==> config.mk <==
export PLATFORM = sky130hd
export DESIGN_NAME = echo_pulse_range_median_filter_top
export DESIGN_NICKNAME = d
export VERILOG_FILES = /design/src/hdl/epr_pkg.sv /design/src/hdl/epr_alu.sv /design/src/hdl/epr_ctrl.sv /design/src/hdl/echo_pulse_range_median_filter_top.sv
export SDC_FILE = /design/constraint.sdc
export NUM_CORES = 1
export LEC_CHECK = 0
export BUFFER_PORTS_ARGS = -buffer_cell sky130_fd_sc_hd__buf_2
export CORE_ASPECT_RATIO = 1.2
export CORE_UTILIZATION = 50
export CTS_CLUSTER_SIZE = 25
export DETAILED_ROUTE_END_ITERATION = 16
export PLACE_DENSITY = 0.66
export SYNTH_ARGS = -nofsm -noshare
export SYNTH_HDL_FRONTEND = slang
export SYNTH_HIERARCHICAL = 1
export SYNTH_SLANG_ARGS = --single-unit
==> constraint.sdc <==
create_clock -name clk -period 11.5 [get_ports clk]
set_input_delay 1.725 -clock clk [delete_from_list [all_inputs] [get_ports clk]]
set_output_delay 1.725 -clock clk [all_outputs]
set_load 0.05 [all_outputs]
==> src/hdl/epr_pkg.sv <==
// Shared types and constants for the echo pulse ranging median filter.
// No dependencies; used by every module under hdl/.
`timescale 1ns / 1ps

package epr_pkg;

  localparam int CHANNELS_DEF = 3;
  localparam int CHAN_W       = 2;
  localparam int TIME_W       = 16;
  localparam int DIST_W       = 16;
  localparam int SET_SIZE     = 4;
  localparam int SLOT_W       = 2;   // bits that index a sample within a set

  // Speed of sound scale 340000/200000 reduces to 17/10.
  localparam int SCALE_NUM    = 17;
  localparam int WIDE_W       = 21;  // width * 17 fits in 21 bits
  localparam logic [WIDE_W-1:0] SAT_LIMIT = WIDE_W'(655360);  // 65536 * 10

  // floor(x/10) == (x * RECIP) >> RECIP_SHIFT for every x below 2^22
  localparam int RECIP_W      = 20;
  localparam int RECIP_SHIFT  = 23;
  localparam logic [RECIP_W-1:0] RECIP = RECIP_W'(838861);

  localparam logic [DIST_W-1:0] DIST_MAX = '1;

  typedef struct packed {
    logic [CHAN_W-1:0] channel;
    logic [TIME_W-1:0] capture_time;
  } cap_t;

  typedef struct packed {
    logic [CHAN_W-1:0] source_channel;
    logic              pulse_done;
    logic [DIST_W-1:0] pulse_distance;
    logic              median_ready;
    logic [DIST_W-1:0] filtered_distance;
  } res_t;

  typedef enum logic [2:0] {
    ALU_SUB,     // 16-bit wrapping a - b
    ALU_MUL17,   // a * 17, full width
    ALU_DIV10,   // floor(a / 10) saturated to 16 bits
    ALU_MINMAX,  // lo = min, hi = max
    ALU_AVG      // floor((a + b) / 2)
  } alu_op_t;

  typedef struct packed {
    alu_op_t           op;
    logic [WIDE_W-1:0] a;
    logic [DIST_W-1:0] b;
  } alu_req_t;

  typedef struct packed {
    logic [WIDE_W-1:0] wide;
    logic [DIST_W-1:0] lo;
    logic [DIST_W-1:0] hi;
  } alu_res_t;

endpackage

==> src/hdl/epr_alu.sv <==
// Shared arithmetic unit: subtract, scale by 17, divide by 10, min/max, average.
// Depends on epr_pkg.
`timescale 1ns / 1ps

module epr_alu (
  input  epr_pkg::alu_req_t req,
  output epr_pkg::alu_res_t res
);

  localparam int PROD_W = epr_pkg::WIDE_W + epr_pkg::RECIP_W;

  logic [PROD_W-1:0]           prod;
  logic [epr_pkg::DIST_W:0]    sum;
  logic [epr_pkg::DIST_W-1:0]  a16;

  assign a16  = req.a[epr_pkg::DIST_W-1:0];
  assign prod = PROD_W'(req.a) * PROD_W'(epr_pkg::RECIP);
  assign sum  = {1'b0, a16} + {1'b0, req.b};

  always_comb begin
    res = '0;
    case (req.op)
      epr_pkg::ALU_SUB: begin
        res.lo = a16 - req.b;
      end
      epr_pkg::ALU_MUL17: begin
        // 17x = 16x + x
        res.wide = (epr_pkg::WIDE_W'(a16) << 4) + epr_pkg::WIDE_W'(a16);
      end
      epr_pkg::ALU_DIV10: begin
        if (req.a >= epr_pkg::SAT_LIMIT) begin
          res.lo = epr_pkg::DIST_MAX;
        end else begin
          res.lo = prod[epr_pkg::RECIP_SHIFT +: epr_pkg::DIST_W];
        end
      end
      epr_pkg::ALU_MINMAX: begin
        if (a16 > req.b) begin
          res.lo = req.b;
          res.hi = a16;
        end else begin
          res.lo = a16;
          res.hi = req.b;
        end
      end
      epr_pkg::ALU_AVG: begin
        res.lo = sum[epr_pkg::DIST_W:1];
      end
      default: begin
        res = '0;
      end
    endcase
    if (req.op != epr_pkg::ALU_MUL17) begin
      res.wide = epr_pkg::WIDE_W'(res.lo);
    end
  end

endmodule

==> src/hdl/epr_ctrl.sv <==
// Sequencer: per-channel edge state, sample memory and the median-of-four sort,
// all driven through one epr_alu. Depends on epr_pkg and epr_alu.
`timescale 1ns / 1ps

module epr_ctrl #(
  parameter int CHANNELS = epr_pkg::CHANNELS_DEF
) (
  input  logic          clk,
  input  logic          rst,
  input  logic          start,
  input  epr_pkg::cap_t item,
  input  logic          slot_free,
  output logic          busy,
  output logic          done,
  output epr_pkg::res_t res
);

  localparam int CH_W  = (CHANNELS > 1) ? $clog2(CHANNELS) : 1;
  localparam int DEPTH = CHANNELS * epr_pkg::SET_SIZE;
  localparam int AW    = $clog2(DEPTH);

  typedef enum logic [7:0] {
    S_IDLE = 8'b0000_0001,
    S_SUB  = 8'b0000_0010,
    S_MUL  = 8'b0000_0100,
    S_DIV  = 8'b0000_1000,
    S_LOAD = 8'b0001_0000,
    S_SORT = 8'b0010_0000,
    S_AVG  = 8'b0100_0000,
    S_EMIT = 8'b1000_0000
  } state_t;

  state_t state;

  logic [epr_pkg::CHAN_W-1:0] ch;
  logic [epr_pkg::TIME_W-1:0] t;
  logic [epr_pkg::TIME_W-1:0] rise_time;
  logic [CHANNELS-1:0]        awaiting_fall;
  logic [epr_pkg::SLOT_W-1:0] sample_count [CHANNELS];
  logic [epr_pkg::DIST_W-1:0] held_distance [CHANNELS];
  logic [epr_pkg::WIDE_W-1:0] acc;
  logic [epr_pkg::DIST_W-1:0] pulse_dist;
  logic [epr_pkg::DIST_W-1:0] v0, v1, v2, v3;
  logic [epr_pkg::SLOT_W-1:0] step;

  logic [epr_pkg::DIST_W-1:0] sample_store [DEPTH];
  logic [epr_pkg::DIST_W-1:0] rd_data;
  logic [AW-1:0]              rd_addr;
  logic [AW-1:0]              wr_addr;

  logic [CH_W-1:0] ch_idx;
  logic [CH_W-1:0] in_idx;
  logic            in_range;

  epr_pkg::alu_req_t alu_req;
  epr_pkg::alu_res_t alu_res;

  assign ch_idx   = CH_W'(ch);
  assign in_idx   = CH_W'(item.channel);
  assign in_range = int'(item.channel) < CHANNELS;
  assign rd_addr  = AW'({ch_idx, step});
  assign wr_addr  = AW'({ch_idx, sample_count[ch_idx]});
  assign busy     = state != S_IDLE;
  assign done     = (state == S_EMIT) && slot_free;

  epr_alu u_alu (
    .req(alu_req),
    .res(alu_res)
  );

  always_comb begin
    alu_req = '{op: epr_pkg::ALU_SUB, a: '0, b: '0};
    case (state)
      S_SUB: begin
        alu_req = '{op: epr_pkg::ALU_SUB, a: epr_pkg::WIDE_W'(t), b: rise_time};
      end
      S_MUL: begin
        alu_req = '{op: epr_pkg::ALU_MUL17, a: acc, b: '0};
      end
      S_DIV: begin
        alu_req = '{op: epr_pkg::ALU_DIV10, a: acc, b: '0};
      end
      S_SORT: begin
        // compare-exchange network: after four steps v0 is least, v3 greatest
        case (step)
          2'd0:    alu_req = '{op: epr_pkg::ALU_MINMAX, a: epr_pkg::WIDE_W'(v0), b: v1};
          2'd1:    alu_req = '{op: epr_pkg::ALU_MINMAX, a: epr_pkg::WIDE_W'(v2), b: v3};
          2'd2:    alu_req = '{op: epr_pkg::ALU_MINMAX, a: epr_pkg::WIDE_W'(v0), b: v2};
          default: alu_req = '{op: epr_pkg::ALU_MINMAX, a: epr_pkg::WIDE_W'(v1), b: v3};
        endcase
      end
      S_AVG: begin
        alu_req = '{op: epr_pkg::ALU_AVG, a: epr_pkg::WIDE_W'(v1), b: v2};
      end
      default: begin
        alu_req = '{op: epr_pkg::ALU_SUB, a: '0, b: '0};
      end
    endcase
  end

  // sample memory: one write port, one registered read port
  always_ff @(posedge clk) begin
    if (state == S_DIV) begin
      sample_store[wr_addr] <= alu_res.lo;
    end
    rd_data <= sample_store[rd_addr];
  end

  // datapath registers, no reset
  always_ff @(posedge clk) begin
    case (state)
      S_IDLE: begin
        if (start) begin
          ch <= item.channel;
          t  <= item.capture_time;
          if (!in_range) begin
            res <= '{source_channel: item.channel, default: '0};
          end else begin
            res <= '{source_channel: item.channel, pulse_done: 1'b0,
                     pulse_distance: '0, median_ready: 1'b0,
                     filtered_distance: held_distance[in_idx]};
          end
        end
      end
      S_SUB, S_MUL: begin
        acc <= alu_res.wide;
      end
      S_DIV: begin
        pulse_dist <= alu_res.lo;
        v3         <= alu_res.lo;
        res        <= '{source_channel: ch, pulse_done: 1'b1, pulse_distance: alu_res.lo,
                        median_ready: 1'b0, filtered_distance: held_distance[ch_idx]};
      end
      S_LOAD: begin
        case (step)
          2'd1:    v0 <= rd_data;
          2'd2:    v1 <= rd_data;
          2'd3:    v2 <= rd_data;
          default: v0 <= v0;
        endcase
      end
      S_SORT: begin
        case (step)
          2'd0: begin
            v0 <= alu_res.lo;
            v1 <= alu_res.hi;
          end
          2'd1: begin
            v2 <= alu_res.lo;
            v3 <= alu_res.hi;
          end
          2'd2: begin
            v0 <= alu_res.lo;
            v2 <= alu_res.hi;
          end
          default: begin
            v1 <= alu_res.lo;
            v3 <= alu_res.hi;
          end
        endcase
      end
      S_AVG: begin
        res <= '{source_channel: ch, pulse_done: 1'b1, pulse_distance: pulse_dist,
                 median_ready: 1'b1, filtered_distance: alu_res.lo};
      end
      default: begin
        acc <= acc;
      end
    endcase
  end

  // control and architectural state
  always_ff @(posedge clk) begin
    if (rst) begin
      state         <= S_IDLE;
      step          <= '0;
      rise_time     <= '0;
      awaiting_fall <= '0;
      for (int i = 0; i < CHANNELS; i++) begin
        sample_count[i]  <= '0;
        held_distance[i] <= '0;
      end
    end else begin
      case (state)
        S_IDLE: begin
          if (start) begin
            if (!in_range) begin
              state <= S_EMIT;
            end else if (!awaiting_fall[in_idx]) begin
              rise_time             <= item.capture_time;
              awaiting_fall[in_idx] <= 1'b1;
              state                 <= S_EMIT;
            end else begin
              awaiting_fall[in_idx] <= 1'b0;
              state                 <= S_SUB;
            end
          end
        end
        S_SUB: state <= S_MUL;
        S_MUL: state <= S_DIV;
        S_DIV: begin
          step <= '0;
          if (sample_count[ch_idx] == epr_pkg::SLOT_W'(epr_pkg::SET_SIZE - 1)) begin
            sample_count[ch_idx] <= '0;
            state                <= S_LOAD;
          end else begin
            sample_count[ch_idx] <= sample_count[ch_idx] + 1'b1;
            state                <= S_EMIT;
          end
        end
        S_LOAD: begin
          // read issued at step k lands in rd_data at step k+1
          step <= step + 1'b1;
          if (step == epr_pkg::SLOT_W'(epr_pkg::SET_SIZE - 1)) begin
            state <= S_SORT;
          end
        end
        S_SORT: begin
          step <= step + 1'b1;
          if (step == epr_pkg::SLOT_W'(epr_pkg::SET_SIZE - 1)) begin
            state <= S_AVG;
          end
        end
        S_AVG: begin
          held_distance[ch_idx] <= alu_res.lo;
          state                 <= S_EMIT;
        end
        S_EMIT: begin
          if (slot_free) begin
            state <= S_IDLE;
          end
        end
        default: state <= S_IDLE;
      endcase
    end
  end

  a_fall_starts_calc: assert property (@(posedge clk) disable iff (rst)
    (state == S_IDLE) && start && in_range && awaiting_fall[in_idx] |=> state == S_SUB)
    else $error("falling edge did not start the distance calculation");

  a_sorted_ends: assert property (@(posedge clk) disable iff (rst)
    state == S_AVG |-> (v0 <= v1) && (v0 <= v2) && (v1 <= v3) && (v2 <= v3))
    else $error("sort network left the extremes in the middle");

  a_ready_needs_done: assert property (@(posedge clk) disable iff (rst)
    done && res.median_ready |-> res.pulse_done)
    else $error("median formed without a completed pulse");

  a_bad_channel_zero: assert property (@(posedge clk) disable iff (rst)
    done && (int'(res.source_channel) >= CHANNELS) |->
      !res.pulse_done && !res.median_ready && (res.filtered_distance == '0))
    else $error("result for an absent channel is not cleared");

endmodule

==> src/hdl/echo_pulse_range_median_filter_top.sv <==
// Channel    Dir  Payload          Handshake
// capture    in   epr_pkg::cap_t   capture_valid / capture_stall
// result     out  epr_pkg::res_t   result_valid  / result_stall
//
// Rising edge or absent channel: accept, then the emit state loads the
// result register once the slot is free; the next item is taken after that.
// Falling edge: subtract, scale, divide through the shared unit, then emit;
// a set's fourth sample adds four reads, four compare-exchanges, one average.
// One item at a time; the result register lets the next item enter while a
// result waits. Synchronous reset clears edge flags, counts and held distances.
// Depends on epr_pkg, epr_alu, epr_ctrl.
`timescale 1ns / 1ps

module echo_pulse_range_median_filter_top #(
  parameter int CHANNELS = epr_pkg::CHANNELS_DEF
) (
  input  logic          clk,
  input  logic          rst,
  input  logic          capture_valid,
  output logic          capture_stall,
  input  epr_pkg::cap_t capture,
  output logic          result_valid,
  input  logic          result_stall,
  output epr_pkg::res_t result
);

  logic          busy;
  logic          done;
  logic          slot_free;
  epr_pkg::res_t res;

  assign capture_stall = busy;
  assign slot_free     = !result_valid || !result_stall;

  epr_ctrl #(
    .CHANNELS(CHANNELS)
  ) u_ctrl (
    .clk      (clk),
    .rst      (rst),
    .start    (capture_valid && !busy),
    .item     (capture),
    .slot_free(slot_free),
    .busy     (busy),
    .done     (done),
    .res      (res)
  );

  always_ff @(posedge clk) begin
    if (rst) begin
      result_valid <= 1'b0;
    end else if (done) begin
      result_valid <= 1'b1;
    end else if (!result_stall) begin
      result_valid <= 1'b0;
    end
  end

  always_ff @(posedge clk) begin
    if (done) begin
      result <= res;
    end
  end

endmodule
==> metrics.md <==
| Metric | Value |
|---|---|
| Run status | `finished clean` |
| EDFF count, synth | `approximately 460` |
| Sw frac | `between 20% and 30%` |
| Area of the multi-input gates | `between 15000 and 20000 um^2` |
| Worst Setup End Kind | `flip-flop` |
| Worst Slack Setup Final | `approximately 1.3 ns` |
| Cell Pwr Density | `around 120 nW/um^2` |
| Dpl hpwl | `just under 70000 um` |
| Most frequent cells in the layout | `edfxtp_1, inv_1, ha_1` |
| Total negative slack | `0 ns` |
| Synth Area in Compound Gates | `10.6%` |
| Hold-fix buffers, CTS | `0` |
| Gate power share | `11.6%` |
| R2r worst-path depth | `27` |
| Grt ovf | `0` |
| Row Count | `around 100` |
| Critical Path Start Type | `flip-flop` |
| Largest net degree at the start of global routing | `60` |
| # nets final | `approximately 3.1k` |
| Final setup fails | `0` |
| Post-Syn Area | `~32000 um^2` |
| Tightest Hold Check Type | `reg2reg` |
| Via count | `22.0k` |
| Drt first-iter violations | `~2.3k` |
| Worst r2r src | `u_ctrl/state[4]$_SDFFE_PP0P_` |
| Post-route DRC violation count | `0` |
| Synth Flop Type | `edfxtp_1` |
| Die width | `~230 um` |
| PortBufs | `about 60` |
| Die Height | `279 um` |
| Adder-cell share of the synthesized area | `between 10% and 20%` |
| Layout Cell Area excl Fill | `roughly 35000 um^2` |
| Asr flop ratio synth | `0%` |
| Max VDD drop | `approximately 120 uV` |
| Vias in the first global route | `22.5k` |
| Synth area leader | `edfxtp_1` |
| Antenna Violating Nets Remaining | `0` |
| Hold Path Sink | `result[17]$_DFFE_PP_` |
| Antenna cell count | `0` |
| Dominant cells by area after synthesis | `edfxtp_1, ha_1, fa_1` |
| Vias per cell | `6.15` |
| H-tree depth | `2` |
| Initial antenna violation count | `1` |
| Slew Viols, Final | `0` |
| First-pass GRT wire length | `between 100000 and 150000 um` |
| WL final | `94200 um` |
| Setup CP Type | `reg2reg` |
| Seq/Total Area, Yosys | `between 40% and 50%` |
| Mux cell area share after synthesis | `~7.8%` |
| Synth Area in Simple Gates | `under 10%` |
| Gate Count Post-Synth | `2679` |
| Register area | `14600 um^2` |
| RSZ-0062 raised after global routing | `false` |
| Number of setup buffers added after CTS | `0` |
| Wire per inst | `between 20 and 30 um` |
| Maximum clock insertion buffer count | `3` |
| Placed inst area | `between 30000 and 40000 um^2` |
| Post-Synthesis Net Count | `just over 3k` |
| Root Driver | `clkbuf_16` |
| Register share of total power | `around 50%` |
| Clock share of power | `38.3%` |
| Fmax | `~100 MHz` |
| Syn_area_per_cell | `between 10 and 15 um^2` |
| CP Max Fanout | `23` |
| Final-report hold violation count | `0` |
| Reg clk slew, reported paths | `about 0.060 ns` |
| FF-to-FF setup slack | `approximately 1.3 ns` |
| Clock Latency Late Sink | `about 0.62 ns` |
| Area of the core | `approximately 63000 um^2` |
| Worst Hold Launch | `u_ctrl/res[17]$_DFFE_PP_` |
| Int Power | `approximately 3.2 mW` |
| Top Ports | `60` |
| Worst-Margin Slew | `1.25 ns` |
| Syn. warnings | `6` |
| Worst reg2reg path endpoint | `u_ctrl/res[7]$_DFFE_PP_` |
| Final Power | `~4.4 mW` |
| Flops & latches, synth | `503` |
| Initial Util | `50.6%` |
| Layout Utilization | `between 50 and 60%` |
| DR pass1 iterations | `8` |
| CTS tree | `done` |
| Synth-to-Final Area Change | `9.35%` |
| Max cap viols | `0` |
| Slew headroom | `~17%` |
| Leading cell type in the layout, fill and taps excluded | `edfxtp_1` |
| Sw power | `between 1 and 1.5 mW` |
| Num CTS Buffers | `53` |
| Fillers | `approximately 5.3k` |
| Critical path arrival | `between 10 and 15 ns` |
| GRT Resource Usage Total | `29.5%` |
| Hold path depth | `0` |
| Distinct cells, synth | `91` |
| WP data required | `approximately 12 ns` |
| Fraction of layout cells with a size suffix above 1 | `12.0%` |
| Largest family of logic cells by synthesized area | `adder cells` |
| Worst Skew | `0.0506 ns` |
| Tcrit/Tclk final | `88.7%` |
| Post-synth top area share | `42.7%` |
| Tmin final | `approximately 10 ns` |
| DIE AREA | `65000 um^2` |
| Clk sinks | `between 500 and 600` |
| # resized after CTS | `0` |
| Pleak | `14.6 nW` |
| Post-synthesis xor/xnor area fraction | `roughly 2%` |
| Pre-CTS WS | `1.40 ns` |
| GP Congestion | `around 1.0` |
-- sequential cells by signal, indices dropped and copies added (netlist names), named ones only --
name,cells
u_ctrl/acc,21
u_ctrl/rise_time,16
u_ctrl/sample_store,192
u_ctrl/v0,16
u_ctrl/rd_data,16
u_ctrl/step,2
u_ctrl/state,8
result_valid,1
u_ctrl/t,16
u_ctrl/pulse_dist,16
u_ctrl/sample_count,8
u_ctrl/ch,2
u_ctrl/v2,16
u_ctrl/v3,16
u_ctrl/v1,16
u_ctrl/res,36
u_ctrl/held_distance,64
result,36
-- power groups by stage --
stage | Combinational, mW | Clock [mW] | Sequential, mW
after global placement | 0.494 | 0 | 2.22
after detailed placement | 0.505 | 0 | 2.22
after global routing | 0.542 | 1.77 | 2.19
after floorplan | 0.330 | 0 | 2.21
after CTS | 0.505 | 1.70 | 2.19
final | 0.506 | 1.67 | 2.19
-- synthesized netlist by cell type (65+ instances only) --
library cell  count
a21oi_1         136
nand2_1         203
inv_1           281
edfxtp_1        455
mux4_2           66
fa_1            139
clkbuf_1         85
and2_1           65
mux2i_1          99
o21ai_0         112
ha_1            260
nor2_1          139
-- metal layers --
layer	vias up	wire length, um	track usage (%)
met3	243	6450	4.39
met2	980	45600	49.0
met1	11100	36500	37.0
li1	9767	-	-
met4	0	5690	15.8
met5	-	0	0
-- worst max-delay path by stage --
stage,startpoint,to,slack (ns)
finish,u_ctrl/state[4]$_SDFFE_PP0P_,u_ctrl/res[7]$_DFFE_PP_,1.31
global route,u_ctrl/state[4]$_SDFFE_PP0P_,u_ctrl/res[13]$_DFFE_PP_,0.85
CTS,u_ctrl/state[4]$_SDFFE_PP0P_,u_ctrl/res[13]$_DFFE_PP_,1.40
detailed placement,u_ctrl/step[0]$_SDFFE_PP0P_,u_ctrl/res[2]$_DFFE_PP_,1.40
global placement,u_ctrl/step[0]$_SDFFE_PP0P_,u_ctrl/res[2]$_DFFE_PP_,1.42
floorplan,u_ctrl/step[0]$_SDFFE_PP0P_,u_ctrl/res[15]$_DFFE_PP_,2.17
-- cells by family after synthesis --
| group | count (synthesis) |
|---|---|
| simple gates | 610 |
| compound gates | 506 |
| flops | 503 |
| buf+inv | 425 |
| fa+ha+maj | 399 |
| mux | 165 |
| xor+xnor | 71 |
-- worst max-delay path, stage by stage (launching register included) --
cell and delay [ns]:
dfxtp_1 0.37, or3_1 0.50, nor3_1 0.19, buf_4 0.21, and2_1 0.69, a221o_1 0.71, inv_1 0.21, ha_1 0.54
ha_1 0.34, fa_1 0.55, fa_1 0.45, fa_1 0.54, fa_1 0.58, inv_1 0.07, fa_1 0.52, inv_1 0.05
ha_1 0.32, and2_1 0.16, or2_2 0.30, a211oi_1 0.27, nor2_1 0.12, o31ai_2 0.36, a21oi_1 0.20, or3_1 0.34
a21oi_1 0.52, o21ai_2 0.43, a22oi_1 0.27, o21ai_0 0.11
-- per-stage QoR --
step | cells | hold WS, ns
2_1_floorplan | 2679 | 0.400
3_3_place_gp | 3487 | 0.403
3_5_place_dp | 3487 | 0.405
4_1_cts | 3587 | 0.411
5_1_grt | 3587 | 0.430
6_report | 3587 | 0.411
-- final cells by class --
| type | count | area share [%] |
|---|---|---|
| Multi-Input combinational cell | 1751 | 45.0 |
| Sequential cell | 503 | 41.8 |
| Clock buffer | 61 | 3.91 |
| Inverter | 284 | 3.06 |
| Tap cell | 824 | 2.95 |
| Timing Repair Buffer | 125 | 2.26 |
| Clock inverter | 39 | 0.945 |
Power figures use the tool's default switching activity.
